**src/rtl/bat_pkg.sv**
```systemverilog
// Types and fixed constants of the bump allocator with tail reclaim.
// No dependencies; imported by every module of the block.
`timescale 1ns / 1ps

package bat_pkg;

   localparam int OFS_W  = 16;   // offsets, tail, region limit
   localparam int SIZE_W = 9;    // entry size in bytes
   localparam int NUM_W  = 6;    // entry number on the result channel
   localparam int STAT_W = 3;
   localparam int FIDX_W = 10;

   localparam logic [SIZE_W-1:0] NUMBER_SIZE = SIZE_W'(4);
   localparam logic [OFS_W-1:0]  LIMIT_RESET = OFS_W'(128);

   localparam logic OP_ALLOC = 1'b0;
   localparam logic OP_FREE  = 1'b1;

   localparam logic KIND_TEXT   = 1'b0;
   localparam logic KIND_NUMBER = 1'b1;

   localparam logic [STAT_W-1:0] STAT_OK      = 3'd0;
   localparam logic [STAT_W-1:0] STAT_NOSPACE = 3'd1;
   localparam logic [STAT_W-1:0] STAT_FULL    = 3'd2;
   localparam logic [STAT_W-1:0] STAT_BADIDX  = 3'd3;
   localparam logic [STAT_W-1:0] STAT_FRAG    = 3'd4;

   typedef struct packed {
      logic [OFS_W-1:0]  offset;
      logic [SIZE_W-1:0] size;
      logic              kind;
   } entry_type;

   typedef struct packed {
      logic      ent_we;
      logic      ent_re;
      entry_type ent_wdata;
      logic      mark_we;
      logic      mark_wdata;
      logic      mark_re;
   } mem_cmd_type;

   typedef struct packed {
      logic [STAT_W-1:0] status;
      logic [NUM_W-1:0]  number;
      logic [OFS_W-1:0]  offset;
      logic [OFS_W-1:0]  tail;
      logic              reclaimed;
   } res_type;

endpackage

```
**src/rtl/bump_allocator_tail_reclaim.sv**
```systemverilog
// Top level of the bump allocator with tail reclaim: limit register,
// output register, sequencer and tables. Depends on bat_pkg, bat_store, bat_ctrl.
`timescale 1ns / 1ps

//  channel  ports                        direction  moves
//  req      req_valid / req_stall        in         one allocate or free item
//  rsp      rsp_valid / rsp_stall        out        one result item per request
//  csr      csr_write_enable / _data     in         region limit write
//
//  Steps per item: allocate and out-of-range free go from idle straight to the
//  result; any other free reads the removed mark first. Free of the last live
//  entry above 0 then scans the removed marks downward (one per cycle, single
//  read port) and, when a live entry is found, reads that entry.
//  Reset is synchronous: fill count and tail to 0, limit to 128, no table
//  clearing. A stalled result waits in the output register while the next item is worked on.

module bump_allocator_tail_reclaim #(
   parameter int MAX_ENTRIES = 64,
   parameter int MAX_REQUEST = 256
) (
   input  logic        clock,
   input  logic        reset,

   input  logic        req_valid,
   output logic        req_stall,
   input  logic        req_opcode,
   input  logic [8:0]  req_request_size,
   input  logic        req_request_kind,
   input  logic [9:0]  req_free_index,

   output logic        rsp_valid,
   input  logic        rsp_stall,
   output logic [2:0]  rsp_status,
   output logic [5:0]  rsp_entry_number,
   output logic [15:0] rsp_entry_offset,
   output logic [15:0] rsp_tail_position,
   output logic        rsp_space_reclaimed,

   input  logic        csr_write_enable,
   input  logic [15:0] csr_write_data
);
   import bat_pkg::*;

   // address width of the tables, count width able to hold MAX_ENTRIES itself
   localparam int AW = (MAX_ENTRIES > 1) ? $clog2(MAX_ENTRIES) : 1;
   localparam int CW = $clog2(MAX_ENTRIES + 1);

   logic [OFS_W-1:0] limit_ff;
   logic             rsp_valid_ff, rsp_valid_in;
   res_type          rsp_ff;
   logic             out_free;

   logic          res_valid;
   res_type       res;
   mem_cmd_type   cmd;
   logic [AW-1:0] ent_waddr, ent_raddr, mark_waddr, mark_raddr;
   entry_type     ent_rdata;
   logic          mark_rdata;

   // region limit; software must write it only while the block is idle, which the block does not enforce
   always_ff @(posedge clock) begin
      if (reset) begin
         limit_ff <= LIMIT_RESET;
      end else if (csr_write_enable) begin
         limit_ff <= csr_write_data;
      end
   end

   // output register: free when empty or taken this cycle
   assign out_free = !rsp_valid_ff || !rsp_stall;

   always_comb begin
      rsp_valid_in = rsp_valid_ff;
      if (out_free) begin
         rsp_valid_in = res_valid;
      end
   end

   always_ff @(posedge clock) begin
      if (reset) begin
         rsp_valid_ff <= 1'b0;
      end else begin
         rsp_valid_ff <= rsp_valid_in;
      end
   end

   always_ff @(posedge clock) begin
      if (out_free && res_valid) begin
         rsp_ff <= res;
      end
   end

   bat_ctrl #(
      .MAX_ENTRIES (MAX_ENTRIES),
      .MAX_REQUEST (MAX_REQUEST),
      .AW          (AW),
      .CW          (CW)
   ) u_ctrl (
      .clock            (clock),
      .reset            (reset),
      .req_valid        (req_valid),
      .req_opcode       (req_opcode),
      .req_request_size (req_request_size),
      .req_request_kind (req_request_kind),
      .req_free_index   (req_free_index),
      .req_stall        (req_stall),
      .limit            (limit_ff),
      .out_free         (out_free),
      .res_valid        (res_valid),
      .res              (res),
      .cmd              (cmd),
      .ent_waddr        (ent_waddr),
      .ent_raddr        (ent_raddr),
      .mark_waddr       (mark_waddr),
      .mark_raddr       (mark_raddr),
      .ent_rdata        (ent_rdata),
      .mark_rdata       (mark_rdata)
   );

   bat_store #(
      .MAX_ENTRIES (MAX_ENTRIES),
      .AW          (AW)
   ) u_store (
      .clock      (clock),
      .cmd        (cmd),
      .ent_waddr  (ent_waddr),
      .ent_raddr  (ent_raddr),
      .mark_waddr (mark_waddr),
      .mark_raddr (mark_raddr),
      .ent_rdata  (ent_rdata),
      .mark_rdata (mark_rdata)
   );

   assign rsp_valid           = rsp_valid_ff;
   assign rsp_status          = rsp_ff.status;
   assign rsp_entry_number    = rsp_ff.number;
   assign rsp_entry_offset    = rsp_ff.offset;
   assign rsp_tail_position   = rsp_ff.tail;
   assign rsp_space_reclaimed = rsp_ff.reclaimed;

endmodule

```
**src/rtl/bat_store.sv**
```systemverilog
// Entry table and removed-mark table, both memories with a registered synchronous read.
// Depends on bat_pkg.
`timescale 1ns / 1ps

module bat_store #(
   parameter int MAX_ENTRIES = 64,
   parameter int AW          = 6
) (
   input  logic                clock,
   input  bat_pkg::mem_cmd_type cmd,
   input  logic [AW-1:0]       ent_waddr,
   input  logic [AW-1:0]       ent_raddr,
   input  logic [AW-1:0]       mark_waddr,
   input  logic [AW-1:0]       mark_raddr,
   output bat_pkg::entry_type  ent_rdata,
   output logic                mark_rdata
);
   import bat_pkg::*;

   // Neither table needs clearing: only slots below the fill count are read,
   // and an allocate writes both words of its slot.
   entry_type ent_mem  [MAX_ENTRIES];
   logic      mark_mem [MAX_ENTRIES];

   entry_type ent_rdata_ff;
   logic      mark_rdata_ff;

   always_ff @(posedge clock) begin
      if (cmd.ent_we) begin
         ent_mem[ent_waddr] <= cmd.ent_wdata;
      end
      if (cmd.ent_re) begin
         ent_rdata_ff <= ent_mem[ent_raddr];
      end
   end

   always_ff @(posedge clock) begin
      if (cmd.mark_we) begin
         mark_mem[mark_waddr] <= cmd.mark_wdata;
      end
      if (cmd.mark_re) begin
         mark_rdata_ff <= mark_mem[mark_raddr];
      end
   end

   assign ent_rdata  = ent_rdata_ff;
   assign mark_rdata = mark_rdata_ff;

endmodule

```
**src/rtl/bat_ctrl.sv**
```systemverilog
// Sequencer of the allocator: checks, table access, last-live scan, tail update.
// Depends on bat_pkg; drives the memories in bat_store.
`timescale 1ns / 1ps

module bat_ctrl #(
   parameter int MAX_ENTRIES = 64,
   parameter int MAX_REQUEST = 256,
   parameter int AW          = 6,
   parameter int CW          = 7
) (
   input  logic                         clock,
   input  logic                         reset,
   input  logic                         req_valid,
   input  logic                         req_opcode,
   input  logic [bat_pkg::SIZE_W-1:0]   req_request_size,
   input  logic                         req_request_kind,
   input  logic [bat_pkg::FIDX_W-1:0]   req_free_index,
   output logic                         req_stall,
   input  logic [bat_pkg::OFS_W-1:0]    limit,
   input  logic                         out_free,
   output logic                         res_valid,
   output bat_pkg::res_type             res,
   output bat_pkg::mem_cmd_type         cmd,
   output logic [AW-1:0]                ent_waddr,
   output logic [AW-1:0]                ent_raddr,
   output logic [AW-1:0]                mark_waddr,
   output logic [AW-1:0]                mark_raddr,
   input  bat_pkg::entry_type           ent_rdata,
   input  logic                         mark_rdata
);
   import bat_pkg::*;

   localparam logic [2:0] ST_IDLE = 3'd0;
   localparam logic [2:0] ST_CHK  = 3'd1;  // removed mark of the freed entry arrives
   localparam logic [2:0] ST_SCAN = 3'd2;  // walking down for the last live entry
   localparam logic [2:0] ST_END  = 3'd3;  // entry of the new last live arrives
   localparam logic [2:0] ST_SEND = 3'd4;  // result waits for the output register

   logic [2:0]       state_ff, state_in;
   logic [OFS_W-1:0] tail_ff, tail_in;
   logic [CW-1:0]    used_ff, used_in;
   logic [AW-1:0]    last_ff, last_in;
   logic [AW-1:0]    fidx_ff, fidx_in;
   logic [AW-1:0]    scan_ff, scan_in;
   res_type          res_ff, res_in;

   logic [SIZE_W-1:0] size;
   logic [OFS_W:0]    sum;
   logic              no_space;
   logic              full;
   logic              bad_range;
   logic [OFS_W:0]    end_pos;

   // Invariant: the tail always equals the end of the last live entry (or 0).
   // Freeing any other entry therefore leaves the tail where it is.
   always_comb begin
      size      = (req_request_kind == KIND_NUMBER) ? NUMBER_SIZE : req_request_size;
      sum       = {1'b0, tail_ff} + (OFS_W+1)'(size);
      no_space  = (32'(size) > MAX_REQUEST) || (sum > {1'b0, limit});
      full      = 32'(used_ff) >= MAX_ENTRIES;
      bad_range = (32'(req_free_index) >= 32'(used_ff)) ||
                  (32'(req_free_index) >= MAX_ENTRIES);
      end_pos   = {1'b0, ent_rdata.offset} + (OFS_W+1)'(ent_rdata.size);
   end

   always_comb begin
      state_in   = state_ff;
      tail_in    = tail_ff;
      used_in    = used_ff;
      last_in    = last_ff;
      fidx_in    = fidx_ff;
      scan_in    = scan_ff;
      res_in     = res_ff;
      cmd        = '0;
      ent_waddr  = used_ff[AW-1:0];
      ent_raddr  = scan_ff;
      mark_waddr = used_ff[AW-1:0];
      mark_raddr = scan_ff;

      unique case (state_ff)
         ST_IDLE: begin
            if (req_valid) begin
               res_in   = '0;
               res_in.tail = tail_ff;
               state_in = ST_SEND;
               if (req_opcode == OP_ALLOC) begin
                  priority if (no_space) begin
                     res_in.status = STAT_NOSPACE;
                  end else if (full) begin
                     res_in.status = STAT_FULL;
                  end else begin
                     cmd.ent_we           = 1'b1;
                     cmd.ent_wdata.offset = tail_ff;
                     cmd.ent_wdata.size   = size;
                     cmd.ent_wdata.kind   = req_request_kind;
                     cmd.mark_we          = 1'b1;
                     cmd.mark_wdata       = 1'b0;
                     used_in       = used_ff + CW'(1);
                     tail_in       = sum[OFS_W-1:0];
                     last_in       = used_ff[AW-1:0];
                     res_in.status = STAT_OK;
                     res_in.number = NUM_W'(used_ff[AW-1:0]);
                     res_in.offset = tail_ff;
                     res_in.tail   = sum[OFS_W-1:0];
                  end
               end else if (bad_range) begin
                  res_in.status = STAT_BADIDX;
               end else begin
                  fidx_in     = req_free_index[AW-1:0];
                  cmd.mark_re = 1'b1;
                  mark_raddr  = req_free_index[AW-1:0];
                  state_in    = ST_CHK;
               end
            end
         end

         ST_CHK: begin
            state_in = ST_SEND;
            if (mark_rdata) begin
               res_in.status = STAT_BADIDX;
            end else begin
               // scan reads only addresses below the one written here
               cmd.mark_we    = 1'b1;
               cmd.mark_wdata = 1'b1;
               mark_waddr     = fidx_ff;
               res_in.number  = NUM_W'(fidx_ff);
               priority if (fidx_ff != last_ff) begin
                  res_in.status = STAT_FRAG;
               end else if (fidx_ff == '0) begin
                  tail_in          = '0;
                  res_in.status    = STAT_OK;
                  res_in.tail      = '0;
                  res_in.reclaimed = (tail_ff != '0);
               end else begin
                  cmd.mark_re = 1'b1;
                  mark_raddr  = fidx_ff - AW'(1);
                  scan_in     = fidx_ff - AW'(1);
                  state_in    = ST_SCAN;
               end
            end
         end

         ST_SCAN: begin
            priority if (!mark_rdata) begin
               last_in    = scan_ff;
               cmd.ent_re = 1'b1;
               ent_raddr  = scan_ff;
               state_in   = ST_END;
            end else if (scan_ff == '0) begin
               tail_in          = '0;
               res_in.status    = STAT_OK;
               res_in.tail      = '0;
               res_in.reclaimed = (tail_ff != '0);
               state_in         = ST_SEND;
            end else begin
               cmd.mark_re = 1'b1;
               mark_raddr  = scan_ff - AW'(1);
               scan_in     = scan_ff - AW'(1);
            end
         end

         ST_END: begin
            state_in = ST_SEND;
            if (end_pos < {1'b0, tail_ff}) begin
               tail_in          = end_pos[OFS_W-1:0];
               res_in.status    = STAT_OK;
               res_in.tail      = end_pos[OFS_W-1:0];
               res_in.reclaimed = 1'b1;
            end else begin
               res_in.status = STAT_FRAG;
            end
         end

         ST_SEND: begin
            if (out_free) begin
               state_in = ST_IDLE;
            end
         end

         default: begin
            state_in = ST_IDLE;
         end
      endcase
   end

   always_ff @(posedge clock) begin
      if (reset) begin
         state_ff <= ST_IDLE;
         tail_ff  <= '0;
         used_ff  <= '0;
      end else begin
         state_ff <= state_in;
         tail_ff  <= tail_in;
         used_ff  <= used_in;
      end
   end

   always_ff @(posedge clock) begin
      last_ff <= last_in;
      fidx_ff <= fidx_in;
      scan_ff <= scan_in;
      res_ff  <= res_in;
   end

   assign req_stall = (state_ff != ST_IDLE);
   assign res_valid = (state_ff == ST_SEND);
   assign res       = res_ff;

endmodule

```
**config.mk**
```make
export PLATFORM = sky130hd
export DESIGN_NAME = bump_allocator_tail_reclaim
export DESIGN_NICKNAME = d
export VERILOG_FILES = /design/src/rtl/bat_pkg.sv /design/src/rtl/bump_allocator_tail_reclaim.sv /design/src/rtl/bat_store.sv /design/src/rtl/bat_ctrl.sv
export SDC_FILE = /design/constraint.sdc
export NUM_CORES = 2
export LEC_CHECK = 0
export BUFFER_PORTS_ARGS = -buffer_cell sky130_fd_sc_hd__buf_4
export CORE_ASPECT_RATIO = 1.5
export CORE_MARGIN = 5
export CORE_UTILIZATION = 40
export DETAILED_ROUTE_END_ITERATION = 6
export PLACE_DENSITY = 0.52
export SLEW_MARGIN = 30
export SYNTH_ARGS = -nofsm -noshare
export SYNTH_HDL_FRONTEND = slang
export SYNTH_HIERARCHICAL = 1
export SYNTH_SLANG_ARGS = --single-unit
```
**constraint.sdc**
```tcl
create_clock -name clock -period 10.2 [get_ports clock]
set_input_delay 0.51 -clock clock [delete_from_list [all_inputs] [get_ports clock]]
set_output_delay 0.51 -clock clock [all_outputs]
set_load 0.01 [all_outputs]
```
# Yosys cells after proc, flatten, opt, wreduce, memory -nomap -nowiden
# Memory sizes are Yosys's and may differ from the RTL's. A register that Yosys moved wholly into a read port is not among the register bits.
# Cells that the tools add are included.
# totals
regBits,145
mem_bits_rw,1728
word_cells,168
n_memories,2
# classes
addsub,5
order_cmp,6
n_eq_ne,19
muxes,89
bitwise_logic,4
n_reduce_logical,25
# mem_list
memory,words,width,read_ports,rd_clocked_by_memory_dff,wr,line,text
u_store.ent_mem,64,26,1,1,1,bat_store.sv:22,entry_type ent_mem [MAX_ENTRIES];
u_store.mark_mem,64,1,1,1,1,bat_store.sv:23,logic mark_mem [MAX_ENTRIES];
# op_table
operator,n
$mux W16,10
$mux W38,3
$mux W17,6
$mux W6,16
$mux W28,3
$pmux W17 S4,1
$pmux W16 S4,1
$mux W3,18
$mux W42,1
$pmux W6 S2,3
$add A16 B9 Y17,2
$mux W29,1
$mux W26,1
$pmux W6 S3,1
$gt A17 B16 Y1,1
$lt A17 B16 Y1,1
$mux W1,17
$ne A2 B2 Y1 const B,8
$reduce_bool A16 Y1,1
$pmux W3 S5,1
$logic_not A6 Y1,2
$pmux W3 S4,1
$sub A6 B1 Y6 const B,2
$reduce_and A11 Y1,1
31 further kinds,46

# Logic depth before layout (Yosys ltp)
# depth
depth_word,10
mapped_depth,24
mapped_depth_nobuf,21

# Cells and area by module
# The synthesis kept the hierarchy.
# by_module_without_submodules
mod,n_inst,cells_each,area_each_um2,seq_area_each_um2
bat_store,1,2945,67213.2,52700.5
bat_ctrl,1,897,7479.7,2322.2
bump_allocator_tail_reclaim,1,99,1883.1,1601.5

# Least setup slack after synthesis
# No wires, ideal clock.
# synth_timing
kind,input-to-reg
from,input port req_request_kind
to,memory u_store/ent_mem[0][16] in the netlist's numbering (data pin)
setup_ps,500
arrival_ps,5698
required_ps,9700
path_slack_ps,4002
path_stages,20
path_buffers,3
path_cell_list,buf_4 > nor2b_1 > ha_1 > inv_1 > fa_1 > nand2b_1 > a22oi_2 > o211a_1 > a221o_1 > nand3_1 > xnor2_1 > ha_1 > a21o_1 > a211o_1 > a211oi_1 > a21bo_2 > o2111ai_2 > buf_6 > clkbuf_1 > nor2_1
# synth_rtl
element,line,text
"start, declared",bump_allocator_tail_reclaim.sv:28,"input logic req_request_kind,"
"end, declared",bat_store.sv:22,

==> flow_metrics.tcl <==
set metrics [dict create \
    outcome "finished, final reports clean" \
    cts_buffers 178 \
    clock_sinks 1835 \
    grt_pass1_vias 38400 \
    vdd_drop_max_v 0.000139 \
    die_y_um 537 \
    highest_layer "met4" \
    io_pins 86 \
    antenna_found_initial 5 \
    wl_per_cell_um 31.8 \
    finalCriticalPeriod_ns 6.87 \
    cp-end-kind "register" \
    fp.dieW_um 362 \
    wl_um 210000 \
    gp_congestion 0.890 \
    min_to "u_ctrl/res[40]" \
    wl_met2_um 111000 \
    wl_met1_um 79200 \
    start_util_pct 40.2 \
    worst_ep_arrival_time_ns 7.26 \
    avgSynthCellArea_um2 19.3 \
    worstHoldStart "req_opcode" \
    detail-route-antenna-nets 0 \
    grt_max_degree 105 \
    vias 38100 \
    yosys_warnings 6 \
    clk_latency_ns 0.82 \
    setup_violations 0 \
    cts_tree "done" \
    die_area_um2 194000 \
    rr_startpoint "u_ctrl/tail_ff[0]" \
    rows 193 \
    cts_root_buf "clkbuf_16" \
    p_leak_uw 0.0258 \
    syn_inst 3845 \
    hold_path.class "input port to register" \
    startpoint "u_ctrl/tail_ff[0]" \
    cap_violations 0 \
    slew_violations 0 \
    synth_nets 3947 \
    fin_tns_setup_ns 0 \
    hold_depth 3 \
    first_pass_iters 6 \
    fin_util_pct 45.6 \
    final_cell_mix "edfxtp_1, mux4_2, buf_4" \
    grt_usage_pct 21.2 \
    slew_headroom_pct 27.0 \
    grt_first_pass_wirelength_um 295000 \
    start_kind "register" \
    rsz0062_at_grt "false" \
    h-tree-depth 4 \
    fin_crit_sh_pct 67.3 \
    r2r_end "u_store/ent_mem[16][11]" \
    synthesis.area_um2 74100 \
    layout.nets 4126 \
    power.density_nw_per_um2 179 \
    critPathRequiredTime_ns 10.60 \
    drive_gt1_share_pct 24.4 \
    fmax_mhz 146 \
    syn_to_final_growth_pct 13.3 \
    coreArea_um2 184000 \
    tightest_slew_ns 1.10 \
    worst_r2r_path_depth 19 \
    worst-setup-path-type "register to register" \
    fin_worst_skew_ns 0.0510 \
    hpwl_um 132000 \
    n_fill_cell 15700 \
    clk_pin_slew_ns 0.06 \
    grt_overflow 0 \
    port_buffers 85 \
    initialDrtViolationCount 3603 \
    final_hold_viol_count 0 \
    met3_length_um 9740 \
    vias_per_cell 5.77 \
    layout_commonest_cell "edfxtp_1" \
    route.detailed.drc 0 \
    r2r_setup_slack_ns 3.33 \
    clk_path_buf_depth 4 \
    path_max_fanout 25 \
]
-- flip-flops by register name, summed over array words and instances, names as in the netlist --
signal	cells
rsp_entry_number	6
u_ctrl/used_ff	7
u_store/ent_mem	1600
u_ctrl/fidx_ff	6
u_store/mark_rdata	1
limit_ff	16
u_ctrl/scan_ff	6
rsp_space_reclaimed	1
rsp_tail_position	16
rsp_valid	1
u_store/mark_mem	64
rsp_entry_offset	16
u_ctrl/last_ff	6
rsp_status	3
u_store/ent_rdata	25
u_ctrl/tail_ff	16
u_ctrl/res	42
u_ctrl/state_ff	3
-- per-layer routing --
| layer | track usage [%] | vias to the layer above |
|---|---|---|
| li1 | - | 16100 |
| met1 | 26.0 | 20400 |
| met2 | 38.3 | 1285 |
| met3 | 2.48 | 341 |
| met4 | 8.90 | 0 |
| met5 | 0 | - |
-- worst max path at each step --
stage                                          to  slack, ns  cells after the start
after global routing       u_store/ent_mem[25][2]       3.04                     19
after floorplan            u_store/ent_mem[0][16]       4.01                     20
after global placement    u_store/ent_mem[63][25]       2.86                     21
final                     u_store/ent_mem[16][11]       3.33                     19
after detailed placement  u_store/ent_mem[62][22]       3.02                     21
after CTS                 u_store/ent_mem[25][21]       3.41                     19
-- where the power goes --
part	leakage, µW	switching [µW]	internal (µW)
registers	0.0161	19.8	8230
clock network	0.00273	2780	3660
logic	0.00696	247	114
total	0.0258	3050	12000
-- layout make-up --
type,count,area [µm²],share of cell area (%)
Sequential cell,1835,54700,65.1
Multi-Input combinational cell,1715,18600,22.1
Clock buffer,217,4660,5.55
Tap cell,2437,3050,3.63
Timing Repair Buffer,228,1920,2.29
Clock inverter,97,912,1.09
Inverter,66,248,0.295
Antenna cell,3,7.51,0.00893
-- metrics by stage --
step	std cells	setup slack, ns	power (µW)	instance area (µm²)	hold slack, ns
after floorplan	3845	4.01	8600	74100	0.400
after global placement	6250	2.86	8760	78000	0.402
after detailed placement	6254	3.02	8760	78100	0.405
after CTS	6591	3.41	15200	83900	0.0429
after global routing	6596	3.04	15500	84000	0.100
final	6598	3.33	15000	84000	0.106
-- critical path: stages (launching register included) --
cell,delay [ns]
dfxtp_1,0.45
ha_1,0.25
inv_1,0.07
fa_1,0.40
nand2b_1,0.20
a22oi_2,0.31
o211a_1,0.30
a221o_1,0.35
nand3_1,0.24
xnor2_1,0.21
ha_1,0.19
a21o_1,0.17
a211o_1,0.29
a211oi_1,0.25
a21bo_2,0.26
o2111ai_4,0.14
inv_2,0.43
nor2b_1,0.40
nand2_2,0.61
nor2_4,0.92
-- repair_timing --
| action | CTS | global route |
|---|---|---|
| resized for setup | 0 | 0 |
| hold buffers | 23 | 0 |
| hold endpoints to repair | 23 | 0 |
| buffers inserted | 0 | 0 |
No activity file was read; power rests on OpenSTA's default activity.
